### src/kced_pkg.sv
// Package for the key click event detector: flag encoding, click phase codes,
// action codes and configuration register indexes. No dependencies.
package kced_pkg;

    // Fixed field widths.
    localparam int LEVEL_W   = 4;
    localparam int KEY_IDX_W = 2;
    localparam int FLAG_W    = 7;
    localparam int TIMER_W   = 16;
    localparam int CFG_IDX_W = 2;
    localparam int CFG_DATA_W = 16;
    // Width used to compare a key number against a loop index (up to 64 keys).
    localparam int KEY_CMP_W = 6;

    // Event flag bit positions.
    localparam int FLG_HOLD   = 0;
    localparam int FLG_DOWN   = 1;
    localparam int FLG_UP     = 2;
    localparam int FLG_SINGLE = 3;
    localparam int FLG_DOUBLE = 4;
    localparam int FLG_LONG   = 5;
    localparam int FLG_REPEAT = 6;

    // A check mask of exactly the hold flag reads without clearing.
    localparam logic [FLAG_W-1:0] HOLD_ONLY_MASK = 7'b000_0001;

    // Item actions.
    localparam logic ACT_TICK  = 1'b0;
    localparam logic ACT_CHECK = 1'b1;

    // Configuration register indexes.
    localparam logic [CFG_IDX_W-1:0] CFG_ACTIVE_HIGH   = 2'd0;
    localparam logic [CFG_IDX_W-1:0] CFG_DOUBLE_WINDOW = 2'd1;
    localparam logic [CFG_IDX_W-1:0] CFG_LONG_TIME     = 2'd2;
    localparam logic [CFG_IDX_W-1:0] CFG_REPEAT_TIME   = 2'd3;

    // Configuration reset values.
    localparam logic [LEVEL_W-1:0] ACTIVE_HIGH_RST   = 4'd12;
    localparam logic [TIMER_W-1:0] DOUBLE_WINDOW_RST = 16'd10;
    localparam logic [TIMER_W-1:0] LONG_TIME_RST     = 16'd100;
    localparam logic [TIMER_W-1:0] REPEAT_TIME_RST   = 16'd50;

    // Per-key click phase.
    typedef enum logic [2:0] {
        PH_IDLE   = 3'd0,
        PH_DOWN   = 3'd1,
        PH_WAIT   = 3'd2,
        PH_SECOND = 3'd3,
        PH_REPEAT = 3'd4
    } phase_t;

endpackage

### src/key_click_event_detector.sv
// Top level of the key click event detector: input register, per-key click
// state machines and flag logic, result register. Depends on kced_pkg.

// Each accepted item is held in an input register and handled once the output
// register is free, when its result is loaded into the output register. One
// item is taken in every cycle as long as results are taken: the only limit
// is the single pass of per-key logic between the input register and the
// output register. A tick item (action 0) samples all keys, counts down the
// per-key timers and steps each key's click machine; its result is always
// hit 0 and flags 0. A check item (action 1) returns the flags of one key and
// whether any masked flag is set, and clears the masked flags unless the mask
// is exactly the hold flag.
// Configuration writes take effect at once and are meant for idle periods.
module key_click_event_detector #(
    parameter int NUM_KEYS = 4
) (
    input  logic                                 clk,
    input  logic                                 rst_n,
    // Configuration write port
    input  logic                                 cfg_write,
    input  logic [kced_pkg::CFG_IDX_W-1:0]       cfg_index,
    input  logic [kced_pkg::CFG_DATA_W-1:0]      cfg_data,
    // Input channel
    input  logic                                 in_valid,
    output logic                                 in_stall,
    input  logic                                 action,
    input  logic [kced_pkg::LEVEL_W-1:0]         key_levels,
    input  logic [kced_pkg::KEY_IDX_W-1:0]       key_index,
    input  logic [kced_pkg::FLAG_W-1:0]          event_mask,
    // Output channel
    output logic                                 out_valid,
    input  logic                                 out_stall,
    output logic                                 hit,
    output logic [kced_pkg::FLAG_W-1:0]          selected_flags
);

    localparam int FW = kced_pkg::FLAG_W;
    localparam int TW = kced_pkg::TIMER_W;

    // Configuration registers
    logic [kced_pkg::LEVEL_W-1:0] active_high_reg;
    logic [TW-1:0]                double_window_reg;
    logic [TW-1:0]                long_time_reg;
    logic [TW-1:0]                repeat_time_reg;

    // Input register
    logic                               in_valid_reg;
    logic                               action_reg;
    logic [kced_pkg::LEVEL_W-1:0]       key_levels_reg;
    logic [kced_pkg::KEY_IDX_W-1:0]     key_index_reg;
    logic [FW-1:0]                      event_mask_reg;

    // Output register
    logic          out_valid_reg;
    logic          hit_reg;
    logic [FW-1:0] selected_flags_reg;

    // Per-key state
    kced_pkg::phase_t phase_reg   [NUM_KEYS];
    kced_pkg::phase_t phase_next  [NUM_KEYS];
    logic [TW-1:0]    timer_reg   [NUM_KEYS];
    logic [TW-1:0]    timer_next  [NUM_KEYS];
    logic [FW-1:0]    flags_reg   [NUM_KEYS];
    logic [FW-1:0]    flags_next  [NUM_KEYS];
    logic [NUM_KEYS-1:0] pressed_reg;
    logic [NUM_KEYS-1:0] pressed_now;
    logic [NUM_KEYS-1:0] key_match;

    logic          out_ready;
    logic          go;
    logic          tick_go;
    logic          chk_go;
    logic [FW-1:0] sel_flags;
    logic          sel_hit;
    logic          clear_ok;

    // Configuration writes.
    always_ff @(posedge clk or negedge rst_n)
    begin
        if (!rst_n)
        begin
            active_high_reg   <= kced_pkg::ACTIVE_HIGH_RST;
            double_window_reg <= kced_pkg::DOUBLE_WINDOW_RST;
            long_time_reg     <= kced_pkg::LONG_TIME_RST;
            repeat_time_reg   <= kced_pkg::REPEAT_TIME_RST;
        end
        else if (cfg_write)
        begin
            case (cfg_index)
                kced_pkg::CFG_ACTIVE_HIGH:
                    active_high_reg <= cfg_data[kced_pkg::LEVEL_W-1:0];
                kced_pkg::CFG_DOUBLE_WINDOW: double_window_reg <= cfg_data;
                kced_pkg::CFG_LONG_TIME:     long_time_reg     <= cfg_data;
                kced_pkg::CFG_REPEAT_TIME:   repeat_time_reg   <= cfg_data;
                default: ;
            endcase
        end
    end

    // Flow control: the held item moves on when the output register is free.
    assign out_ready = !out_valid_reg || !out_stall;
    assign go        = in_valid_reg && out_ready;
    assign tick_go   = go && (action_reg == kced_pkg::ACT_TICK);
    assign chk_go    = go && (action_reg == kced_pkg::ACT_CHECK);
    assign in_stall  = in_valid_reg && !out_ready;

    // Input register: loaded on each input transfer.
    always_ff @(posedge clk or negedge rst_n)
    begin
        if (!rst_n)
        begin
            in_valid_reg <= 1'b0;
        end
        else if (in_valid && !in_stall)
        begin
            in_valid_reg <= 1'b1;
        end
        else if (go)
        begin
            in_valid_reg <= 1'b0;
        end
    end

    always_ff @(posedge clk)
    begin
        if (in_valid && !in_stall)
        begin
            action_reg     <= action;
            key_levels_reg <= key_levels;
            key_index_reg  <= key_index;
            event_mask_reg <= event_mask;
        end
    end

    // Select the flags of the key named by a check item.
    always_comb
    begin
        sel_flags = '0;
        for (int k = 0; k < NUM_KEYS; k++)
        begin
            key_match[k] = (kced_pkg::KEY_CMP_W'(key_index_reg) ==
                            kced_pkg::KEY_CMP_W'(k));
            if (key_match[k])
            begin
                sel_flags = flags_reg[k];
            end
        end
    end

    assign sel_hit  = |(sel_flags & event_mask_reg);
    assign clear_ok = sel_hit && (event_mask_reg != kced_pkg::HOLD_ONLY_MASK);

    // Per-key sampling, timer, click machine and flags.
    for (genvar k = 0; k < NUM_KEYS; k++)
    begin : g_key
        logic          lvl;
        logic          pol;
        logic [TW-1:0] timer_dec;
        logic          evt_long;
        logic          evt_repeat;
        logic          evt_single;
        logic          evt_double;

        // Keys without a level bit read level 0 with active-low polarity.
        if (k < kced_pkg::LEVEL_W)
        begin : g_pin
            assign lvl = key_levels_reg[k];
            assign pol = active_high_reg[k];
        end
        else
        begin : g_nopin
            assign lvl = 1'b0;
            assign pol = 1'b0;
        end

        assign pressed_now[k] = (lvl == pol);
        assign timer_dec = (timer_reg[k] != '0) ? timer_reg[k] - TW'(1) : timer_reg[k];

        // Next phase and timer on a tick.
        always_comb
        begin
            phase_next[k] = phase_reg[k];
            timer_next[k] = timer_reg[k];
            if (tick_go)
            begin
                timer_next[k] = timer_dec;
                case (phase_reg[k])
                    kced_pkg::PH_IDLE:
                    begin
                        if (pressed_now[k])
                        begin
                            timer_next[k] = long_time_reg;
                            phase_next[k] = kced_pkg::PH_DOWN;
                        end
                    end
                    kced_pkg::PH_DOWN:
                    begin
                        if (!pressed_now[k])
                        begin
                            timer_next[k] = double_window_reg;
                            phase_next[k] = kced_pkg::PH_WAIT;
                        end
                        else if (timer_dec == '0)
                        begin
                            timer_next[k] = repeat_time_reg;
                            phase_next[k] = kced_pkg::PH_REPEAT;
                        end
                    end
                    kced_pkg::PH_WAIT:
                    begin
                        if (pressed_now[k])
                        begin
                            phase_next[k] = kced_pkg::PH_SECOND;
                        end
                        else if (timer_dec == '0)
                        begin
                            phase_next[k] = kced_pkg::PH_IDLE;
                        end
                    end
                    kced_pkg::PH_SECOND:
                    begin
                        if (!pressed_now[k])
                        begin
                            phase_next[k] = kced_pkg::PH_IDLE;
                        end
                    end
                    kced_pkg::PH_REPEAT:
                    begin
                        if (!pressed_now[k])
                        begin
                            phase_next[k] = kced_pkg::PH_IDLE;
                        end
                        else if (timer_dec == '0)
                        begin
                            timer_next[k] = repeat_time_reg;
                        end
                    end
                    default:
                    begin
                        phase_next[k] = kced_pkg::PH_IDLE;
                    end
                endcase
            end
        end

        // Click events raised by the phase machine.
        always_comb
        begin
            evt_long   = 1'b0;
            evt_repeat = 1'b0;
            evt_single = 1'b0;
            evt_double = 1'b0;
            case (phase_reg[k])
                kced_pkg::PH_DOWN:
                    evt_long = pressed_now[k] && (timer_dec == '0);
                kced_pkg::PH_WAIT:
                begin
                    evt_double = pressed_now[k];
                    evt_single = !pressed_now[k] && (timer_dec == '0);
                end
                kced_pkg::PH_REPEAT:
                    evt_repeat = pressed_now[k] && (timer_dec == '0);
                default: ;
            endcase
        end

        // Flags: set by ticks (the hold flag follows the key), cleared by matching checks.
        always_comb
        begin
            flags_next[k] = flags_reg[k];
            if (tick_go)
            begin
                flags_next[k][kced_pkg::FLG_HOLD] = pressed_now[k];
                if (pressed_now[k] && !pressed_reg[k])
                begin
                    flags_next[k][kced_pkg::FLG_DOWN] = 1'b1;
                end
                if (!pressed_now[k] && pressed_reg[k])
                begin
                    flags_next[k][kced_pkg::FLG_UP] = 1'b1;
                end
                if (evt_long)
                begin
                    flags_next[k][kced_pkg::FLG_LONG] = 1'b1;
                end
                if (evt_repeat)
                begin
                    flags_next[k][kced_pkg::FLG_REPEAT] = 1'b1;
                end
                if (evt_single)
                begin
                    flags_next[k][kced_pkg::FLG_SINGLE] = 1'b1;
                end
                if (evt_double)
                begin
                    flags_next[k][kced_pkg::FLG_DOUBLE] = 1'b1;
                end
            end
            else if (chk_go && key_match[k] && clear_ok)
            begin
                flags_next[k] = flags_reg[k] & ~event_mask_reg;
            end
        end

        // Per-key state registers.
        always_ff @(posedge clk or negedge rst_n)
        begin
            if (!rst_n)
            begin
                phase_reg[k]   <= kced_pkg::PH_IDLE;
                timer_reg[k]   <= '0;
                flags_reg[k]   <= '0;
                pressed_reg[k] <= 1'b0;
            end
            else
            begin
                phase_reg[k] <= phase_next[k];
                timer_reg[k] <= timer_next[k];
                flags_reg[k] <= flags_next[k];
                if (tick_go)
                begin
                    pressed_reg[k] <= pressed_now[k];
                end
            end
        end
    end

    // Output register: one result per item; a tick reports hit 0 and no flags.
    always_ff @(posedge clk or negedge rst_n)
    begin
        if (!rst_n)
        begin
            out_valid_reg <= 1'b0;
        end
        else if (go)
        begin
            out_valid_reg <= 1'b1;
        end
        else if (!out_stall)
        begin
            out_valid_reg <= 1'b0;
        end
    end

    always_ff @(posedge clk)
    begin
        if (go)
        begin
            hit_reg            <= chk_go && sel_hit;
            selected_flags_reg <= chk_go ? sel_flags : '0;
        end
    end

    assign out_valid      = out_valid_reg;
    assign hit            = hit_reg;
    assign selected_flags = selected_flags_reg;

`ifndef SYNTH
    // A hit can only come from a key with some flag set.
    assert property (@(posedge clk) disable iff (!rst_n)
        out_valid && hit |-> selected_flags != '0)
        else $error("hit reported with no flag set");

    // A held item always reaches an empty output register in the next cycle.
    assert property (@(posedge clk) disable iff (!rst_n)
        in_valid_reg && !out_valid_reg |=> out_valid_reg)
        else $error("held item did not reach the output register");

    for (genvar k = 0; k < NUM_KEYS; k++)
    begin : g_chk
        // Phases that follow a press imply the key was last seen pressed.
        assert property (@(posedge clk) disable iff (!rst_n)
            (phase_reg[k] == kced_pkg::PH_DOWN) || (phase_reg[k] == kced_pkg::PH_SECOND) ||
            (phase_reg[k] == kced_pkg::PH_REPEAT) |-> pressed_reg[k])
            else $error("pressed phase with key released");

        // Waiting for a second press implies the key was last seen released.
        assert property (@(posedge clk) disable iff (!rst_n)
            phase_reg[k] == kced_pkg::PH_WAIT |-> !pressed_reg[k])
            else $error("wait phase with key pressed");
    end
`endif

endmodule
### config.mk
export PLATFORM = sky130hd
export DESIGN_NAME = key_click_event_detector
export DESIGN_NICKNAME = d
export VERILOG_FILES = /design/src/kced_pkg.sv /design/src/key_click_event_detector.sv
export SDC_FILE = /design/constraint.sdc
export NUM_CORES = 1
export LEC_CHECK = 0
export BUFFER_PORTS_ARGS = -buffer_cell sky130_fd_sc_hd__buf_2
export CAP_MARGIN = 20
export CORE_ASPECT_RATIO = 0.7
export CORE_MARGIN = 2
export CORE_UTILIZATION = 55
export CTS_CLUSTER_SIZE = 28
export DETAILED_ROUTE_END_ITERATION = 6
export GPL_TIMING_DRIVEN = 1
export PLACE_DENSITY = 0.71
export SYNTH_ARGS = -nofsm -noshare
export SYNTH_HDL_FRONTEND = slang
export SYNTH_SLANG_ARGS = --single-unit
### constraint.sdc
create_clock -name clk -period 4.85 [get_ports clk]
set_clock_uncertainty 0.05 [all_clocks]
set_input_delay 0.97 -clock clk [delete_from_list [all_inputs] [get_ports clk]]
set_output_delay 0.97 -clock clk [all_outputs]
set_load 0.05 [all_outputs]
Word-level counts from Yosys, hierarchy flattened
Index checks and enable logic that the tools add are counted.

word-level totals
  input port bits = 37
  bits in registers = 184

cells by class
  add/subtract/negate cells = 4
  bitwise operators = 7
  equal/unequal tests = 68
  reduce and logical (&&, ||, !) cells = 100
  muxes and demuxes = 108

operators with widths
  cell                                                                   count
  16-bit 2-to-1 mux                                                      20
  16-bit case mux with 3 select lines                                    4
  7-bit 2-to-1 mux                                                       12
  3-bit 2-to-1 mux                                                       24
  16-bit logical NOT                                                     4
  16-bit nonzero test                                                    4
  16-bit by 1-bit subtractor with 16-bit output (second input constant)  4
  2-bit AND reduction                                                    28
  2-bit by 1-bit != test with 1-bit output (second input constant)       25
  3-bit case mux with 4 select lines                                     4
  1-bit 2-to-1 mux                                                       44
  7-bit AND                                                              5
  1-bit logical AND                                                      31
  3-bit by 2-bit == test with 1-bit output (second input constant)       8
  3-bit != test (second input constant)                                  8
  5-bit AND reduction                                                    4
  2-bit != test (second input constant)                                  8
  3-bit by 1-bit == test with 1-bit output (second input constant)       4
  3-bit == test (second input constant)                                  4
  1-bit logical NOT                                                      12
  3-bit logical NOT                                                      4
  2-bit nonzero test                                                     5
  2-bit == test (second input constant)                                  4
  2-bit OR reduction                                                     4
  other kinds (8)                                                        13

Longest topological paths before layout
  depth in word-level cells = 11
  depth in mapped cells = 14

Least setup slack after synthesis
OpenSTA, ideal clock, no wires.

  kind = register to register
  start point = register timer_reg[32] in the netlist's numbering
  end point = register timer_reg[43] in the netlist's numbering
  period minus slack after synthesis = 3.381 ns
  slack = 1.469 ns
  data arrival time = 3.253 ns
  required time = 4.723 ns
  setup time = 0.077 ns
  cell stages (with the launch flop) = 13
  cells stage by stage = dfrtp_1 -> clkbuf_1 -> inv_1 -> ha_1 -> or4b_4 -> buf_6 -> or4_1 -> clkbuf_1 -> mux2i_1 -> nor4_2 -> nand4_1 -> or4_1 -> a21oi_1

on the way
  cells in the longest elaborated chain, start to end = 6
  elaborated cells on any way between the ends = 9

RTL lines
  item                                                                                         RTL line                                                          RTL
  start: declaration                                                                           key_click_event_detector.sv:61                                    logic [TW-1:0] timer_reg [NUM_KEYS];
  start signal: indexed assignment                                                             key_click_event_detector.sv:318                                   timer_reg[k] <= timer_next[k];
  16-bit by 1-bit subtractor with 16-bit output / 16-bit nonzero test (equally long branches)  key_click_event_detector.sv:177                                   assign timer_dec = (timer_reg[k] != '0) ? timer_reg[k] - TW'(1) : timer_reg[k];
  16-bit 2-to-1 mux *                                                                          key_click_event_detector.sv:177
  16-bit logical NOT                                                                           key_click_event_detector.sv:203, key_click_event_detector.sv:233
  16-bit 2-to-1 mux                                                                            key_click_event_detector.sv:203, key_click_event_detector.sv:233
  16-bit 2-to-1 mux, on equally long branches                                                  key_click_event_detector.sv:229, key_click_event_detector.sv:198
  16-bit case mux with 3 select lines *                                                        key_click_event_detector.sv:187                                   case (phase_reg[k])

Mark *: on every way between the ends. The rest lies on a longest branch, timed or not.
A chain may end at the register's enable or synchronous reset.

Worst setup path after layout
  start point = register timer_reg[54] in the netlist's numbering
  end point = register timer_reg[62] in the netlist's numbering

Same word-level chain as after synthesis.

==> impl_metrics.env <==
export IMPL_cp_required_ns=5.14
export IMPL_final_setup_tns_ns=0
export IMPL_die_h_um=134
export IMPL_synth_warnings=0
export IMPL_fmax_ghz=0.255
export IMPL_yosysTopAreaCell="dfrtp_1"
export IMPL_async_reset_ff_frac=0.880
export IMPL_status="finished, violations left"
export IMPL_hold_ws_ns=0.447
export IMPL_antenna_found_initial=6
export IMPL_core_area_um2=23600
export IMPL_wl_um=48600
export IMPL_min_period_ns=3.92
export IMPL_drt_iter0_drc=1916
export IMPL_cts_buffers=17
export IMPL_yosys_top_cells_count="nand2_1 (172), dfrtp_1 (152), a21oi_1 (145)"
export IMPL_critPathArrivalTime_ns=4.20
export IMPL_postRouteAntennaNets=0
export IMPL_nets=1590
export IMPL_timing_final_ws_setup_ns=0.934
export IMPL_grt_pass1_vias=12100
export IMPL_synth_edf_count=22
export IMPL_cp_start_kind="flop"
export IMPL_clock_sinks=184
export IMPL_critPathKind="flop to flop"
export IMPL_fin_crit_sh=0.807
export IMPL_wire_per_inst_um=25.8
export IMPL_cts_htree_levels=4
export IMPL_dr_pass1_iters=7
export IMPL_powerDensity_nw_per_um2=464
export IMPL_overflow=0
export IMPL_dieArea_um2=25300
export IMPL_dp_slack_ns=1.05
export IMPL_hp_class="flop to flop"
export IMPL_drv_slew=0
export IMPL_p_switching_mw=2.92
export IMPL_leakagePower_nw=5.26
export IMPL_path_max_fanout=9
export IMPL_layoutNonFillerInstCount=1879
export IMPL_relSlewSlack=0.237
export IMPL_ys_seq_area_frac=0.358
export IMPL_cts_setup_buffers=0
export IMPL_pwr_share_clk=0.225
export IMPL_synthTopCellsByArea="dfrtp_1 (29%), a21oi_1 (5.5%), edfxtp_1 (5.0%), nand2_1 (4.9%), mux2_2 (4.8%)"
export IMPL_die_x_um=189
export IMPL_cts_path_max_buffers=2
export IMPL_ctsResizeCount=0
export IMPL_postSynthAreaPerCell_um2=8.35
export IMPL_cts_tree="yes"
export IMPL_drive_gt1_frac=0.131
export IMPL_p_int_mw=3.65
export IMPL_io_pins=47
export IMPL_clkSlewWorstSetupHoldPaths_ns=0.08
export IMPL_grt_first_pass_wirelength_um=73600
export IMPL_synth_top_area_frac=0.288
export IMPL_max_cap_viol_count=0
export IMPL_ys_ff_latch=184
export IMPL_finish_utilization=0.601
export IMPL_drcViolationCount=1
export IMPL_largest_reg_flops=64
export IMPL_yosysMostFrequentCell="nand2_1"
export IMPL_vias=13600
export IMPL_grt_max_degree=101
export IMPL_gp_congestion=1.04
export IMPL_syn_area_um2=13200
export IMPL_synthCells=1581
export IMPL_via_per_inst=7.25
export IMPL_slowest_stage="or4_1"
export IMPL_power_frac_seq=0.436
export IMPL_dp_cells=1844
export IMPL_ys_flop_type="dfrtp_1"
export IMPL_hpwl_um=33300
export IMPL_setup_viol=0
export IMPL_worstMarginPinSlew_ns=1.14
export IMPL_clock_latency_ns=0.45
export IMPL_cpPeakStageDelay_ns=0.67
export IMPL_cts_root_buffer="clkbuf_16"
export IMPL_pwr_share_comb=0.339
export IMPL_swShare=0.445
export IMPL_crit_chain="or4_1 -> nor4_1 -> mux2_2 -> a211oi_1 -> and4b_1 -> nand4_2 -> buf_4 -> mux2i_1 -> a221oi_1"
export IMPL_syn_nets=1625
export IMPL_cp_end_kind="flop"
export IMPL_area_growth_pct=7.42
export IMPL_grtUsageTotal=0.385
export IMPL_synth_distinct_cells=86
export IMPL_violations="design-rule violations"
export IMPL_rsz0062_at_grt="no"
export IMPL_ir_worst_vdd_uv=298
export IMPL_postCtsHoldBufs=0
export IMPL_start_util=0.560
export IMPL_io_buffers=46
export IMPL_core_rowCount=47
export IMPL_final_hold_violation_count=0
==> power by group through the flow <==
stage,Sequential [mW],Combinational (mW),Clock (mW)
after floorplan,2.28,1.89,0
after global placement,2.81,2.12,0
after detailed placement,2.82,2.16,0
after CTS,2.79,2.17,1.49
after global routing,2.89,2.45,1.54
final,2.86,2.23,1.48
==> cells in the final DEF, fill, tap and decap left out, types with 11 or more instances in the layout <==
cell type	count
a22oi_1	13
xnor2_1	22
buf_4	19
a221oi_1	28
nor4_1	22
a221o_1	11
nand3_1	50
o211ai_1	12
nor2_1	126
a31oi_1	31
mux2i_1	14
nor2b_1	13
nand2_1	172
and2_1	16
a21o_1	14
o21ai_0	101
nor3_1	51
inv_1	30
nor3b_1	11
nand4_1	29
clkbuf_16	17
xor2_1	18
mux2_2	56
o22ai_1	38
edfxtp_1	22
a211oi_1	17
a22o_1	12
or3_1	13
nand2b_1	15
dfrtp_1	152
buf_2	45
or4_1	19
a21oi_1	145
==> cell type report <==
class	instances	area, um2
Sequential cell	184	4730
Inverter	30	113
Antenna cell	2	5.00
Timing Repair Buffer	68	439
Tap cell	318	398
Clock buffer	18	439
Clock inverter	14	158
Fill cell	2102	9410
Multi-Input combinational cell	1245	7900
==> final timing paths <==
| path | from | endpoint | slack [ns] | cells after the start |
|---|---|---|---|---|
| setup / recovery | timer_reg[54] | timer_reg[62] | 0.93 | 9 |
| hold / removal | flags_reg[18] | flags_reg[18] | 0.45 | 1 |
| setup reg to reg | timer_reg[54] | timer_reg[62] | 0.93 | 9 |
| hold reg to reg | flags_reg[18] | flags_reg[18] | 0.45 | 1 |
| max in group asynchronous | rst_n | phase_reg[10] | 3.28 | 2 |
| min in group asynchronous | rst_n | timer_reg[10] | 0.57 | 1 |
==> per-layer routing <==
metal / track usage / up-vias / wire [um]
met5: 0 / - / 19
met4: 0.150 / 2 / 1830
met3: 0.145 / 143 / 7880
met2: 0.521 / 1074 / 19700
met1: 0.553 / 6468 / 19100
li1: - / 5937 / -
==> worst max-delay path, delay by kind of cell, from the launching register on <==
family                 cells  cell delay (ns)
AOI/OAI and AO/OA          2             0.45
buffers and inverters      1             0.33
and+or+nand+nor            4             1.93
muxes                      2             0.54
DFF                        1             0.49
==> kinds of logic (layout without fill, tap and decap cells) <==
kind of cell             after synthesis  after routing  synth area share
AO/OA/AOI/OAI                        520            520             0.258
XOR/XNOR                              43             43            0.0285
adder cells (fa/ha/maj)                7              7           0.00664
buffers and inverters                152            130            0.0460
flip-flops                           184            184             0.358
multiplexers                          78             78            0.0712
other                                  0              2                 0
AND/OR/NAND/NOR                      597            597             0.231
==> per-stage QoR <==
stage / power, mW / area (um2)
detailed placement: 4.97 / 13600
global route: 6.88 / 14200
global placement: 4.93 / 13600
CTS: 6.44 / 14200
floorplan: 4.16 / 13200
finish: 6.57 / 14200
(Power assumes the default switching activity.)
